**src/hw/rtl/hmt_pkg.sv**
```systemverilog
// ----------------------------------------------------------------------------
// hmt_pkg: shared types and constants of the header template matcher
// Holds the configuration record, the queue entry between the front and back
// parts, the register indexes, the match mode codes and the header offsets.
// ----------------------------------------------------------------------------
package hmt_pkg;

    localparam int HMT_TEMPLATE_BYTES = 128;

    // Queue between the front and back parts.
    localparam int HMT_QDEPTH = 4;
    localparam int HMT_QPW    = $clog2(HMT_QDEPTH);
    localparam int HMT_QCW    = $clog2(HMT_QDEPTH + 1);

    // Configuration port.
    localparam int HMT_CFG_IW = 3;
    localparam int HMT_CFG_DW = 7;

    // Width used for frame offset arithmetic (offsets plus lengths reach 254).
    localparam int HMT_OW = 9;

    typedef enum logic [HMT_CFG_IW-1:0] {
        CFG_MATCH_MODE = 3'd0,
        CFG_L2_LENGTH  = 3'd1,
        CFG_UDP_OFFSET = 3'd2,
        CFG_L3_OFFSET  = 3'd3,
        CFG_L3_LENGTH  = 3'd4
    } t_cfg_index;

    typedef enum logic [2:0] {
        MODE_ALWAYS    = 3'd0,
        MODE_ETH_UCAST = 3'd1,
        MODE_ETH_MCAST = 3'd2,
        MODE_UDP       = 3'd3,
        MODE_VXLAN     = 3'd4
    } t_match_mode;

    localparam logic OP_TPL_WRITE  = 1'b0;
    localparam logic OP_FRAME_BYTE = 1'b1;

    localparam logic [4:0]  VLAN_L2_LENGTH = 5'd18;
    localparam logic [4:0]  ETH_L2_LENGTH  = 5'd14;
    localparam logic [11:0] TCI_VID_MASK   = 12'h0FFF;
    localparam logic [7:0]  BYTE_MASK      = 8'hFF;
    localparam logic [7:0]  VID_HI_MASK    = {4'h0, TCI_VID_MASK[11:8] & BYTE_MASK[3:0]};
    localparam logic [7:0]  POS_MAX        = 8'd255;

    // Outer Ethernet and VLAN header offsets.
    localparam logic [HMT_OW-1:0] ETH_HDR_BYTES = 9'd14;
    localparam logic [HMT_OW-1:0] ETH_TYPE_OFS  = 9'd12;
    localparam logic [HMT_OW-1:0] ETH_TYPE_END  = 9'd13;
    localparam logic [HMT_OW-1:0] VLAN_TCI_OFS  = 9'd14;
    localparam logic [HMT_OW-1:0] VLAN_TCI_LO   = 9'd15;
    localparam logic [HMT_OW-1:0] VLAN_HDR_END  = 9'd17;
    localparam logic [HMT_OW-1:0] ETH_HDR_END   = 9'd13;

    // VXLAN offsets relative to the outer UDP header.
    localparam logic [HMT_OW-1:0] VX_DPORT_OFS = 9'd2;
    localparam logic [HMT_OW-1:0] VX_DPORT_END = 9'd4;
    localparam logic [HMT_OW-1:0] VX_VNI_OFS   = 9'd12;
    localparam logic [HMT_OW-1:0] VX_RSVD_OFS  = 9'd15;
    localparam logic [HMT_OW-1:0] VX_INNER_OFS = 9'd16;
    localparam logic [HMT_OW-1:0] VX_END_OFS   = 9'd30;
    localparam logic [HMT_OW-1:0] VX_LAST_OFS  = 9'd29;

    typedef struct packed {
        logic [2:0] match_mode;
        logic [4:0] l2_length;
        logic [6:0] udp_offset;
        logic [6:0] l3_match_offset;
        logic [6:0] l3_match_length;
    } t_hmt_cfg;

    // Which comparisons apply to one frame byte.
    typedef struct packed {
        logic chk_full;
        logic chk_vid;
        logic chk_zero;
        logic chk_mcast;
    } t_hmt_checks;

    typedef struct packed {
        logic [7:0]  data_byte;
        logic [7:0]  tpl;
        t_hmt_checks checks;
        logic        last;
        logic        short_frame;
    } t_hmt_entry;

    typedef struct packed {
        logic       valid;
        t_hmt_entry entry;
    } t_hmt_slot;

endpackage

```
**src/hw/rtl/hmt_in_if.sv**
```systemverilog
// ----------------------------------------------------------------------------
// hmt_in_if: input channel of the header template matcher
// Carries template writes and received frame bytes with a valid/ready handshake.
// ----------------------------------------------------------------------------
interface hmt_in_if;
    logic       valid;
    logic       ready;
    logic       op;
    logic [6:0] position;
    logic [7:0] data_byte;
    logic       last;

    modport source (output valid, op, position, data_byte, last, input ready);
    modport sink   (input valid, op, position, data_byte, last, output ready);
endinterface

```
**src/hw/rtl/hmt_out_if.sv**
```systemverilog
// ----------------------------------------------------------------------------
// hmt_out_if: result channel of the header template matcher
// Carries one match verdict per frame with a valid/ready handshake.
// ----------------------------------------------------------------------------
interface hmt_out_if;
    logic valid;
    logic ready;
    logic matched;
    logic frame_short;

    modport source (output valid, matched, frame_short, input ready);
    modport sink   (input valid, matched, frame_short, output ready);
endinterface

```
**src/hw/rtl/rx_header_template_matcher.sv**
```systemverilog
// ----------------------------------------------------------------------------
// rx_header_template_matcher: received frame header template matcher
// Checks the headers of a received frame, byte by byte, against a stored
// template under one of several Ethernet, UDP and VXLAN match modes.
// ----------------------------------------------------------------------------
// Usage. Items enter on i_item. An item with op clear writes data_byte into the
// template at position; an item with op set is the next byte of a frame, and
// last marks the final byte. Each frame yields exactly one item on o_result,
// carrying matched and frame_short. Template writes yield nothing.
// Configuration registers are written through i_cfg_we, i_cfg_index and
// i_cfg_data while no frame is in progress; writes to unknown indexes are
// dropped.
// Throughput is one item per cycle while i_item.ready is high. The front part
// takes a byte, reads its template byte from the single-port template memory
// and classifies it; a four-entry queue then feeds the back part, which
// compares and keeps the sticky mismatch flag. The last byte of a frame passes
// through the front register and the queue before its verdict is registered.
// When the receiver stalls o_result, the back part keeps draining non-final
// bytes; i_item.ready drops only once the queue, counting the byte still
// being classified, is full.
// Reset clears the frame offset, the mismatch flag, the queue and the
// configuration registers; the template itself is not cleared and must be
// written before use.
// ----------------------------------------------------------------------------
module rx_header_template_matcher #(
    parameter int TEMPLATE_BYTES = hmt_pkg::HMT_TEMPLATE_BYTES
) (
    input  logic                             i_clk,
    input  logic                             i_rst_n,
    hmt_in_if.sink                           i_item,
    hmt_out_if.source                        o_result,
    input  logic                             i_cfg_we,
    input  logic [hmt_pkg::HMT_CFG_IW-1:0]   i_cfg_index,
    input  logic [hmt_pkg::HMT_CFG_DW-1:0]   i_cfg_data
);
    import hmt_pkg::*;

    t_hmt_cfg            r_cfg;
    t_hmt_slot           w_push;
    t_hmt_slot           w_head;
    logic                w_pop;
    logic [HMT_QCW-1:0]  w_qcount;

    // Configuration registers. Changes take effect from the next frame byte.
    always_ff @(posedge i_clk) begin
        if (!i_rst_n) begin
            r_cfg.match_mode      <= MODE_ALWAYS;
            r_cfg.l2_length       <= ETH_L2_LENGTH;
            r_cfg.udp_offset      <= '0;
            r_cfg.l3_match_offset <= '0;
            r_cfg.l3_match_length <= '0;
        end else if (i_cfg_we) begin
            case (i_cfg_index)
                CFG_MATCH_MODE: begin
                    r_cfg.match_mode <= i_cfg_data[2:0];
                end
                CFG_L2_LENGTH: begin
                    r_cfg.l2_length <= i_cfg_data[4:0];
                end
                CFG_UDP_OFFSET: begin
                    r_cfg.udp_offset <= i_cfg_data;
                end
                CFG_L3_OFFSET: begin
                    r_cfg.l3_match_offset <= i_cfg_data;
                end
                CFG_L3_LENGTH: begin
                    r_cfg.l3_match_length <= i_cfg_data;
                end
                default: begin
                end
            endcase
        end
    end

    // Front part: template memory, frame offset and per-byte classification.
    hmt_front #(
        .TEMPLATE_BYTES (TEMPLATE_BYTES)
    ) u_front (
        .i_clk    (i_clk),
        .i_rst_n  (i_rst_n),
        .i_item   (i_item),
        .i_cfg    (r_cfg),
        .i_qcount (w_qcount),
        .o_push   (w_push)
    );

    // Queue decoupling classification from comparison.
    hmt_queue u_queue (
        .i_clk   (i_clk),
        .i_rst_n (i_rst_n),
        .i_push  (w_push),
        .i_pop   (w_pop),
        .o_head  (w_head),
        .o_count (w_qcount)
    );

    // Back part: comparison, sticky mismatch and the result register.
    hmt_back u_back (
        .i_clk    (i_clk),
        .i_rst_n  (i_rst_n),
        .i_head   (w_head),
        .o_pop    (w_pop),
        .o_result (o_result)
    );

`ifndef SYNTHESIS
    // The front part never pushes into a full queue.
    a_no_overflow: assert property (@(posedge i_clk) disable iff (!i_rst_n)
        w_push.valid |-> (w_qcount != HMT_QCW'(HMT_QDEPTH)))
        else $error("queue overflow");

    // A final byte leaves the queue only when the result register can take it.
    a_no_result_overrun: assert property (@(posedge i_clk) disable iff (!i_rst_n)
        (w_pop && w_head.entry.last) |-> (!o_result.valid || o_result.ready))
        else $error("result overwritten while stalled");

    // A short frame never reports a match.
    a_short_no_match: assert property (@(posedge i_clk) disable iff (!i_rst_n)
        o_result.valid |-> !(o_result.matched && o_result.frame_short))
        else $error("short frame reported as matched");
`endif

endmodule

```
**src/hw/rtl/hmt_front.sv**
```systemverilog
// ----------------------------------------------------------------------------
// hmt_front: accepting and classifying part of the template matcher
// Owns the template memory and the frame offset counter, decides which checks
// apply to each frame byte and hands it, with its template byte, to the queue.
// ----------------------------------------------------------------------------
module hmt_front #(
    parameter int TEMPLATE_BYTES = hmt_pkg::HMT_TEMPLATE_BYTES
) (
    input  logic                         i_clk,
    input  logic                         i_rst_n,
    hmt_in_if.sink                       i_item,
    input  hmt_pkg::t_hmt_cfg            i_cfg,
    input  logic [hmt_pkg::HMT_QCW-1:0]  i_qcount,
    output hmt_pkg::t_hmt_slot           o_push
);
    import hmt_pkg::*;

    localparam int AW = $clog2(TEMPLATE_BYTES);
    localparam logic [HMT_OW-1:0] DEPTH_W = HMT_OW'(TEMPLATE_BYTES);

    logic [7:0]          r_mem [TEMPLATE_BYTES];
    logic [7:0]          r_pos;
    logic [7:0]          n_pos;
    logic                r_s1_valid;
    logic [7:0]          r_s1_byte;
    t_hmt_checks         r_s1_checks;
    logic                r_s1_last;
    logic                r_s1_short;
    logic                r_s1_oob;
    logic [7:0]          r_tpl;

    logic [HMT_QCW:0]    w_used;
    logic                w_ready;
    logic                w_wr;
    logic                w_fb;
    logic [HMT_OW-1:0]   w_p;
    logic [HMT_OW-1:0]   w_u;
    logic [HMT_OW-1:0]   w_l3_lo;
    logic [HMT_OW-1:0]   w_l3_hi;
    logic                w_chk_mode;
    logic                w_mcast;
    logic                w_l3;
    logic                w_vx;
    logic                w_vlan;
    logic                w_in_l3;
    logic                w_in_vx;
    logic                w_short;
    t_hmt_checks         w_checks;

    // Room is counted conservatively: queue fill plus the byte in flight.
    assign w_used  = {1'b0, i_qcount} + {{HMT_QCW{1'b0}}, r_s1_valid};
    assign w_ready = w_used < (HMT_QCW + 1)'(HMT_QDEPTH);
    assign i_item.ready = w_ready;

    assign w_wr = i_item.valid && w_ready && (i_item.op == OP_TPL_WRITE);
    assign w_fb = i_item.valid && w_ready && (i_item.op == OP_FRAME_BYTE);

    assign w_p     = {1'b0, r_pos};
    assign w_u     = HMT_OW'(i_cfg.udp_offset);
    assign w_l3_lo = HMT_OW'(i_cfg.l3_match_offset);
    assign w_l3_hi = w_l3_lo + HMT_OW'(i_cfg.l3_match_length);

    assign w_mcast    = i_cfg.match_mode == MODE_ETH_MCAST;
    assign w_vx       = i_cfg.match_mode == MODE_VXLAN;
    assign w_l3       = (i_cfg.match_mode == MODE_UDP) || w_vx;
    assign w_chk_mode = (i_cfg.match_mode == MODE_ETH_UCAST) || w_mcast || w_l3;
    assign w_vlan     = i_cfg.l2_length == VLAN_L2_LENGTH;

    assign w_in_l3 = (w_p >= w_l3_lo) && (w_p < w_l3_hi);
    assign w_in_vx = ((w_p >= w_u + VX_DPORT_OFS) && (w_p < w_u + VX_DPORT_END))
                  || ((w_p >= w_u + VX_VNI_OFS) && (w_p < w_u + VX_RSVD_OFS))
                  || ((w_p >= w_u + VX_INNER_OFS) && (w_p < w_u + VX_END_OFS));

    always_comb begin
        w_checks.chk_full = w_chk_mode && (
              (!w_mcast && (w_p < ETH_HDR_BYTES))
            || (w_mcast && ((w_p == ETH_TYPE_OFS) || (w_p == ETH_TYPE_END)))
            || (w_vlan && (w_p >= VLAN_TCI_LO) && (w_p <= VLAN_HDR_END))
            || (w_l3 && w_in_l3)
            || (w_vx && w_in_vx));
        w_checks.chk_vid   = w_chk_mode && w_vlan && (w_p == VLAN_TCI_OFS);
        w_checks.chk_zero  = w_vx && (w_p == w_u + VX_RSVD_OFS);
        w_checks.chk_mcast = w_mcast && (w_p == '0);
    end

    // The frame is short if this byte lies below the last offset any check needs.
    assign w_short = w_chk_mode && (
          (w_p < (w_vlan ? VLAN_HDR_END : ETH_HDR_END))
        || (w_l3 && (i_cfg.l3_match_length != '0) && (w_p + 9'd1 < w_l3_hi))
        || (w_vx && (w_p < w_u + VX_LAST_OFS)));

    always_comb begin
        n_pos = r_pos;
        if (w_fb) begin
            if (i_item.last) begin
                n_pos = '0;
            end else if (r_pos != POS_MAX) begin
                n_pos = r_pos + 8'd1;
            end
        end
    end

    always_ff @(posedge i_clk) begin
        if (!i_rst_n) begin
            r_pos      <= '0;
            r_s1_valid <= 1'b0;
        end else begin
            r_pos      <= n_pos;
            r_s1_valid <= w_fb;
        end
    end

    always_ff @(posedge i_clk) begin
        if (w_wr && ({2'b0, i_item.position} < DEPTH_W)) begin
            r_mem[AW'(i_item.position)] <= i_item.data_byte;
        end
    end

    always_ff @(posedge i_clk) begin
        if (w_fb) begin
            r_tpl       <= r_mem[AW'(r_pos)];
            r_s1_oob    <= w_p >= DEPTH_W;
            r_s1_byte   <= i_item.data_byte;
            r_s1_checks <= w_checks;
            r_s1_last   <= i_item.last;
            r_s1_short  <= w_short;
        end
    end

    always_comb begin
        o_push.valid             = r_s1_valid;
        o_push.entry.data_byte   = r_s1_byte;
        o_push.entry.tpl         = r_s1_oob ? 8'd0 : r_tpl;
        o_push.entry.checks      = r_s1_checks;
        o_push.entry.last        = r_s1_last;
        o_push.entry.short_frame = r_s1_short;
    end

endmodule

```
**src/hw/rtl/hmt_queue.sv**
```systemverilog
// ----------------------------------------------------------------------------
// hmt_queue: short queue between the front and back parts
// A small register FIFO of classified frame bytes.
// ----------------------------------------------------------------------------
module hmt_queue (
    input  logic                         i_clk,
    input  logic                         i_rst_n,
    input  hmt_pkg::t_hmt_slot           i_push,
    input  logic                         i_pop,
    output hmt_pkg::t_hmt_slot           o_head,
    output logic [hmt_pkg::HMT_QCW-1:0]  o_count
);
    import hmt_pkg::*;

    t_hmt_entry          r_ent [HMT_QDEPTH];
    logic [HMT_QPW-1:0]  r_wptr;
    logic [HMT_QPW-1:0]  r_rptr;
    logic [HMT_QCW-1:0]  r_count;
    logic [HMT_QCW-1:0]  n_count;

    always_comb begin
        n_count = r_count;
        if (i_push.valid && !i_pop) begin
            n_count = r_count + HMT_QCW'(1);
        end else if (!i_push.valid && i_pop) begin
            n_count = r_count - HMT_QCW'(1);
        end
    end

    always_ff @(posedge i_clk) begin
        if (!i_rst_n) begin
            r_wptr  <= '0;
            r_rptr  <= '0;
            r_count <= '0;
        end else begin
            r_count <= n_count;
            if (i_push.valid) begin
                r_wptr <= r_wptr + HMT_QPW'(1);
            end
            if (i_pop) begin
                r_rptr <= r_rptr + HMT_QPW'(1);
            end
        end
    end

    always_ff @(posedge i_clk) begin
        if (i_push.valid) begin
            r_ent[r_wptr] <= i_push.entry;
        end
    end

    assign o_head.valid = r_count != '0;
    assign o_head.entry = r_ent[r_rptr];
    assign o_count      = r_count;

endmodule

```
**src/hw/rtl/hmt_back.sv**
```systemverilog
// ----------------------------------------------------------------------------
// hmt_back: comparing part of the template matcher
// Compares each queued frame byte with its template byte, keeps the sticky
// mismatch flag and registers one verdict at the end of each frame.
// ----------------------------------------------------------------------------
module hmt_back (
    input  logic                i_clk,
    input  logic                i_rst_n,
    input  hmt_pkg::t_hmt_slot  i_head,
    output logic                o_pop,
    hmt_out_if.source           o_result
);
    import hmt_pkg::*;

    logic        r_mismatch;
    logic        r_out_valid;
    logic        r_matched;
    logic        r_short;
    logic        w_slot_free;
    logic        w_ok;
    t_hmt_entry  w_e;

    assign w_e         = i_head.entry;
    assign w_slot_free = !r_out_valid || o_result.ready;
    assign o_pop       = i_head.valid && (!w_e.last || w_slot_free);

    always_comb begin
        w_ok = 1'b1;
        if (w_e.checks.chk_full && (w_e.data_byte != w_e.tpl)) begin
            w_ok = 1'b0;
        end
        if (w_e.checks.chk_vid && ((w_e.data_byte & VID_HI_MASK) != w_e.tpl)) begin
            w_ok = 1'b0;
        end
        // The reserved byte is masked to zero, so only a zero template passes.
        if (w_e.checks.chk_zero && (w_e.tpl != 8'd0)) begin
            w_ok = 1'b0;
        end
        if (w_e.checks.chk_mcast && !w_e.data_byte[0]) begin
            w_ok = 1'b0;
        end
    end

    always_ff @(posedge i_clk) begin
        if (!i_rst_n) begin
            r_mismatch  <= 1'b0;
            r_out_valid <= 1'b0;
        end else begin
            if (o_pop && w_e.last) begin
                r_out_valid <= 1'b1;
                r_mismatch  <= 1'b0;
            end else begin
                if (o_result.ready) begin
                    r_out_valid <= 1'b0;
                end
                if (o_pop && !w_ok) begin
                    r_mismatch <= 1'b1;
                end
            end
        end
    end

    always_ff @(posedge i_clk) begin
        if (o_pop && w_e.last) begin
            r_short   <= w_e.short_frame;
            r_matched <= !w_e.short_frame && !r_mismatch && w_ok;
        end
    end

    assign o_result.valid       = r_out_valid;
    assign o_result.matched     = r_matched;
    assign o_result.frame_short = r_short;

endmodule

```
**src/flat_wrapper.sv**
```systemverilog
// flat-port wrapper written by rule: the top's interface ports become plain ports
module rx_header_template_matcher_flat import hmt_pkg::*;
#(
    parameter int TEMPLATE_BYTES = hmt_pkg::HMT_TEMPLATE_BYTES
)
  (i_clk, i_rst_n, i_cfg_we, i_cfg_index, i_cfg_data, i_item_valid, i_item_op, i_item_position, i_item_data_byte, i_item_last, i_item_ready, o_result_valid, o_result_matched, o_result_frame_short, o_result_ready);
  hmt_in_if i_item_i ();
  hmt_out_if o_result_i ();
  input  logic i_clk;
  input  logic i_rst_n;
  input  logic i_cfg_we;
  input  logic [hmt_pkg::HMT_CFG_IW-1:0] i_cfg_index;
  input  logic [hmt_pkg::HMT_CFG_DW-1:0] i_cfg_data;
  input wire logic [$bits(i_item_i.valid)-1:0] i_item_valid;
  input wire logic [$bits(i_item_i.op)-1:0] i_item_op;
  input wire logic [$bits(i_item_i.position)-1:0] i_item_position;
  input wire logic [$bits(i_item_i.data_byte)-1:0] i_item_data_byte;
  input wire logic [$bits(i_item_i.last)-1:0] i_item_last;
  output wire logic [$bits(i_item_i.ready)-1:0] i_item_ready;
  output wire logic [$bits(o_result_i.valid)-1:0] o_result_valid;
  output wire logic [$bits(o_result_i.matched)-1:0] o_result_matched;
  output wire logic [$bits(o_result_i.frame_short)-1:0] o_result_frame_short;
  input wire logic [$bits(o_result_i.ready)-1:0] o_result_ready;
  assign i_item_i.valid = i_item_valid;
  assign i_item_i.op = i_item_op;
  assign i_item_i.position = i_item_position;
  assign i_item_i.data_byte = i_item_data_byte;
  assign i_item_i.last = i_item_last;
  assign i_item_ready = i_item_i.ready;
  assign o_result_valid = o_result_i.valid;
  assign o_result_matched = o_result_i.matched;
  assign o_result_frame_short = o_result_i.frame_short;
  assign o_result_i.ready = o_result_ready;
  rx_header_template_matcher #(.TEMPLATE_BYTES(TEMPLATE_BYTES)) u_core (.i_clk(i_clk), .i_rst_n(i_rst_n), .i_item(i_item_i), .o_result(o_result_i), .i_cfg_we(i_cfg_we), .i_cfg_index(i_cfg_index), .i_cfg_data(i_cfg_data));
endmodule
```
**config.mk**
```make
export PLATFORM = sky130hd
export DESIGN_NAME = rx_header_template_matcher_flat
export DESIGN_NICKNAME = d
export VERILOG_FILES = /design/src/hw/rtl/hmt_pkg.sv /design/src/hw/rtl/hmt_in_if.sv /design/src/hw/rtl/hmt_out_if.sv /design/src/hw/rtl/rx_header_template_matcher.sv /design/src/hw/rtl/hmt_front.sv /design/src/hw/rtl/hmt_queue.sv /design/src/hw/rtl/hmt_back.sv /design/src/flat_wrapper.sv
export SDC_FILE = /design/constraint.sdc
export NUM_CORES = 1
export LEC_CHECK = 0
export BUFFER_PORTS_ARGS = -buffer_cell sky130_fd_sc_hd__buf_2
export CORE_MARGIN = 1.5
export CORE_UTILIZATION = 40
export DETAILED_ROUTE_END_ITERATION = 6
export REMOVE_ABC_BUFFERS = 1
export SYNTH_ARGS = -nofsm -noshare
export SYNTH_HDL_FRONTEND = slang
export SYNTH_SLANG_ARGS = --single-unit
```
**constraint.sdc**
```tcl
create_clock -name i_clk -period 4.1 [get_ports i_clk]
set_input_delay 0.615 -clock i_clk [delete_from_list [all_inputs] [get_ports i_clk]]
set_output_delay 0.615 -clock i_clk [all_outputs]
set_load 0.02 [all_outputs]
```
==> summary.txt <==
CTS
  – Clock latency at the later pin of the worst-skew pair: 0.73 ns
  – CTS tree: done
  – Hold_buf cts: 0
  – Clock sink total: around 1200
  – H-tree Lvls: 3
  – Clock-pin slew on the worst setup and hold paths: 0.07 ns
  – Cts bufs inserted: between 100 and 150
  – Post_cts resized: 0
  – Maximum clock path buffer count: 3
  – Setup bufs post-CTS: 0
  – CTS root buffer: clkbuf_16

Cells and area
  – Synthesis-to-finish area growth: 13.64%
  – Final Util: a little under half
  – Total Nets Final: about 2700
  – Final Cell Area: ~0.055 sq mm
  – # fillers: ~10000
  – Post-route insts no fill: 4301
  – Layout cell share with drive strength beyond 1: 23.80%
  – Most frequent cells in the layout: 1137 x edfxtp_1, 314 x mux4_2, 173 x nor2_1, 117 x clkbuf_16, 96 x ha_1
  – Commonest non-fill, non-tap cell in the layout: edfxtp_1

Setup path
  – FF-to-FF Start: u_core.u_front.r_pos[0]
  – CP startpoint kind: register
  – Cells on worst reg2reg path: 7
  – Worst R2R End: u_core.u_front.r_tpl[0]
  – WP data arrival: ~4.0 ns
  – Worst setup EP type: register
  – Crit-path max FO: 22
  – Req. time, crit path: 4.49 ns
  – Crit path kind: reg2reg
  – R2R Setup Slk: 0.45 ns
  – Critical path origin: u_core.u_front.r_pos[0]

Detailed routing
  – Pre-antenna DRT Iters: 5
  – Routed wire length per instance: 26.79 um
  – # DRC: 0
  – Initial DRC count: ~2500
  – DR vias: roughly 24000
  – Final ANT Viol Nets: 0
  – Routed vias/inst: 5.632
  – WL final: between 100 and 150 mm

Timing
  – F_max: 274.3 MHz
  – RSZ-0062 raised after global routing: false
  – Slew HR: approximately 7.7%
  – Final period util: 88.93%
  – Setup Skew: between 0.05 and 0.06 ns
  – Least-Margin Pin Slew: roughly 1.4 ns
  – Setup-failing EPs final: 0
  – Worst hold slack: ~0.2 ns
  – Final Max Tran Viols: 0
  – Minimum clock period: 3.646 ns
  – Hold Fails Final Rpt: 0
  – Post-Route Setup TNS: 0 ns

Pwr
  – Max IR drop VDD: approximately 380 uV
  – LEAKAGE: roughly 17 nW
  – Pwr dens: ~470 mW/mm^2

Placement
  – Dpl cells: just over 4000
  – DP Area: 0.05096 sq mm
  – Final GP Congestion: around 0.79
  – Post-DP HPWL: 71.33 mm
  – Port bufs: 35

Die
  – IO Pins: 36
  – Initial Util: roughly two fifths
  – Die W: around 350 um
  – Core box area: ~0.12 sq mm
  – Die height: roughly 350 um
  – Die area: about 0.12 sq mm
  – # rows: between 100 and 150

GRT
  – First-pass GRT wire length: ~170 mm
  – Largest net degree at the start of global routing: 104
  – Total GRT Usage: between 10% and 20%
  – Vias in the first global route: between 20000 and 30000
  – Gr ovfl total: 0
  – Initial antenna violation count: 11

Hold path
  – WHS Path Cells: 3
  – Tightest Hold Check Type: in2reg
  – Hold path start: i_cfg_data[6]
  – WHS Endpoint: u_core.r_cfg[6]

Outcome
  – Outcome: completed

Yosys
  – Post-synth EDFFs: between 1000 and 1500
  – Largest cells by area after synthesis: edfxtp_1 71%, mux4_2 15%, ha_1 2.5%, dfxtp_1 2.0%, nor2_1 1.3%
  – Mean post-synth cell area: 19.72 sq um
  – Register area share after synthesis: a little over 70%
  – Ys flop type: edfxtp_1
  – FFs w/ async S/R, synth: 0%
  – Yosys reg bits: 1186
  – Library cells used by synthesis: 65
  – Leading area contributor after synthesis: edfxtp_1
  – Synth warn: 0
  – Synth top area share: a little over two thirds
  – Synthesized cell area: 0.04831 sq mm
  – Syn Inst Count: approximately 2500

Flow run
  – Max-Cap Viols: 0
## power by group
group | internal [mW] | switching [mW] | total (mW)
sequential | 13.4 | 0.0888 | 13.5
combinational | 0.690 | 0.872 | 1.56
clock | 6.28 | 4.66 | 10.9
## area by class of cell
cell class | count | area, sq um | area share [%]
clock inverter | 77 | 928.4 | 1.691
multi-input combinational | 1114 | 12510 | 22.79
antenna | 4 | 10.01 | 0.01823
timing repair buffer | 138 | 1169 | 2.129
tap | 1612 | 2017 | 3.674
inverter | 33 | 123.9 | 0.2256
clock buffer | 137 | 3003 | 5.469
sequential | 1186 | 35140 | 64.01
## cell usage after synthesis (all sizes together), types with 11 or more instances
cell    instances
a21oi          45
a22oi          27
and2           12
buf            68
clkbuf         49
dfxtp          49
edfxtp       1137
ha             96
inv            32
mux2i          48
mux4          314
nand2          58
nand3          36
nand4          12
nor2          173
nor2b          56
nor3           23
o21a           11
o21ai          31
xnor2          31
xor2           15
## worst max path at each step
stage | to | slack [ns] | cells after the start
floorplan | u_core.u_front.r_s1_short | -10.17 | 9
global placement | u_core.u_front.r_tpl[0] | 0.56 | 7
detailed placement | u_core.u_front.r_tpl[0] | 0.59 | 7
CTS | u_core.u_front.r_tpl[0] | 0.55 | 7
global route | u_core.u_front.r_tpl[0] | 0.33 | 7
finish | u_core.u_front.r_tpl[0] | 0.45 | 7
## layer usage
layer | global-route usage (%) | vias to the layer above | share of wire [%]
met2 | 30.12 | 853 | 48
met3 | 3.690 | 187 | 6.7
li1 | - | 10324 | -
met5 | 0.4710 | - | 0.11
met1 | 26.03 | 12850 | 42
met4 | 6.396 | 8 | 3.1
## critical path, cell delays in order (launching register included)
cell and delay [ns]:
dfxtp_4 0.73, buf_12 0.30, mux4_2 0.55, a22oi_1 0.20, a21oi_1 0.12, nor4_1 1.14
o21a_1 0.19, a221oi_1 0.05
## logic make-up (layout without fill, tap and decap cells)
group / after synthesis / after routing / share of synthesized area (%)
AOI/OAI and AO/OA: 193 / 193 / 2.709
other: 0 / 4 / 0
buffers and inverters: 150 / 385 / 1.409
xor gates and xnor gates: 46 / 46 / 0.8339
DFF: 1186 / 1186 / 72.70
adders and majority gates: 100 / 100 / 2.611
muxes: 366 / 366 / 15.73
and+or+nand+nor: 409 / 409 / 4.012
## flip-flops by register name, indices dropped and copies added (netlist names), 2 cells and up, named ones only
| signal | count |
|---|---|
| u_core.r_cfg | 29 |
| u_core.u_front.o_push | 4 |
| u_core.u_front.r_mem | 1024 |
| u_core.u_front.r_pos | 8 |
| u_core.u_front.r_s1_byte | 8 |
| u_core.u_front.r_tpl | 8 |
| u_core.u_queue.o_count | 3 |
| u_core.u_queue.r_ent | 88 |
| u_core.u_queue.r_rptr | 2 |
| u_core.u_queue.r_wptr | 2 |
## through the flow
step / power [mW] / setup WS [ns]
2_1_floorplan: 14.89 / -10.17
3_3_place_gp: 15.28 / 0.5551
3_5_place_dp: 15.33 / 0.5860
4_1_cts: 26.20 / 0.5529
5_1_grt: 26.74 / 0.3304
6_report: 25.99 / 0.4540
No activity file was read; power rests on OpenSTA's default activity.
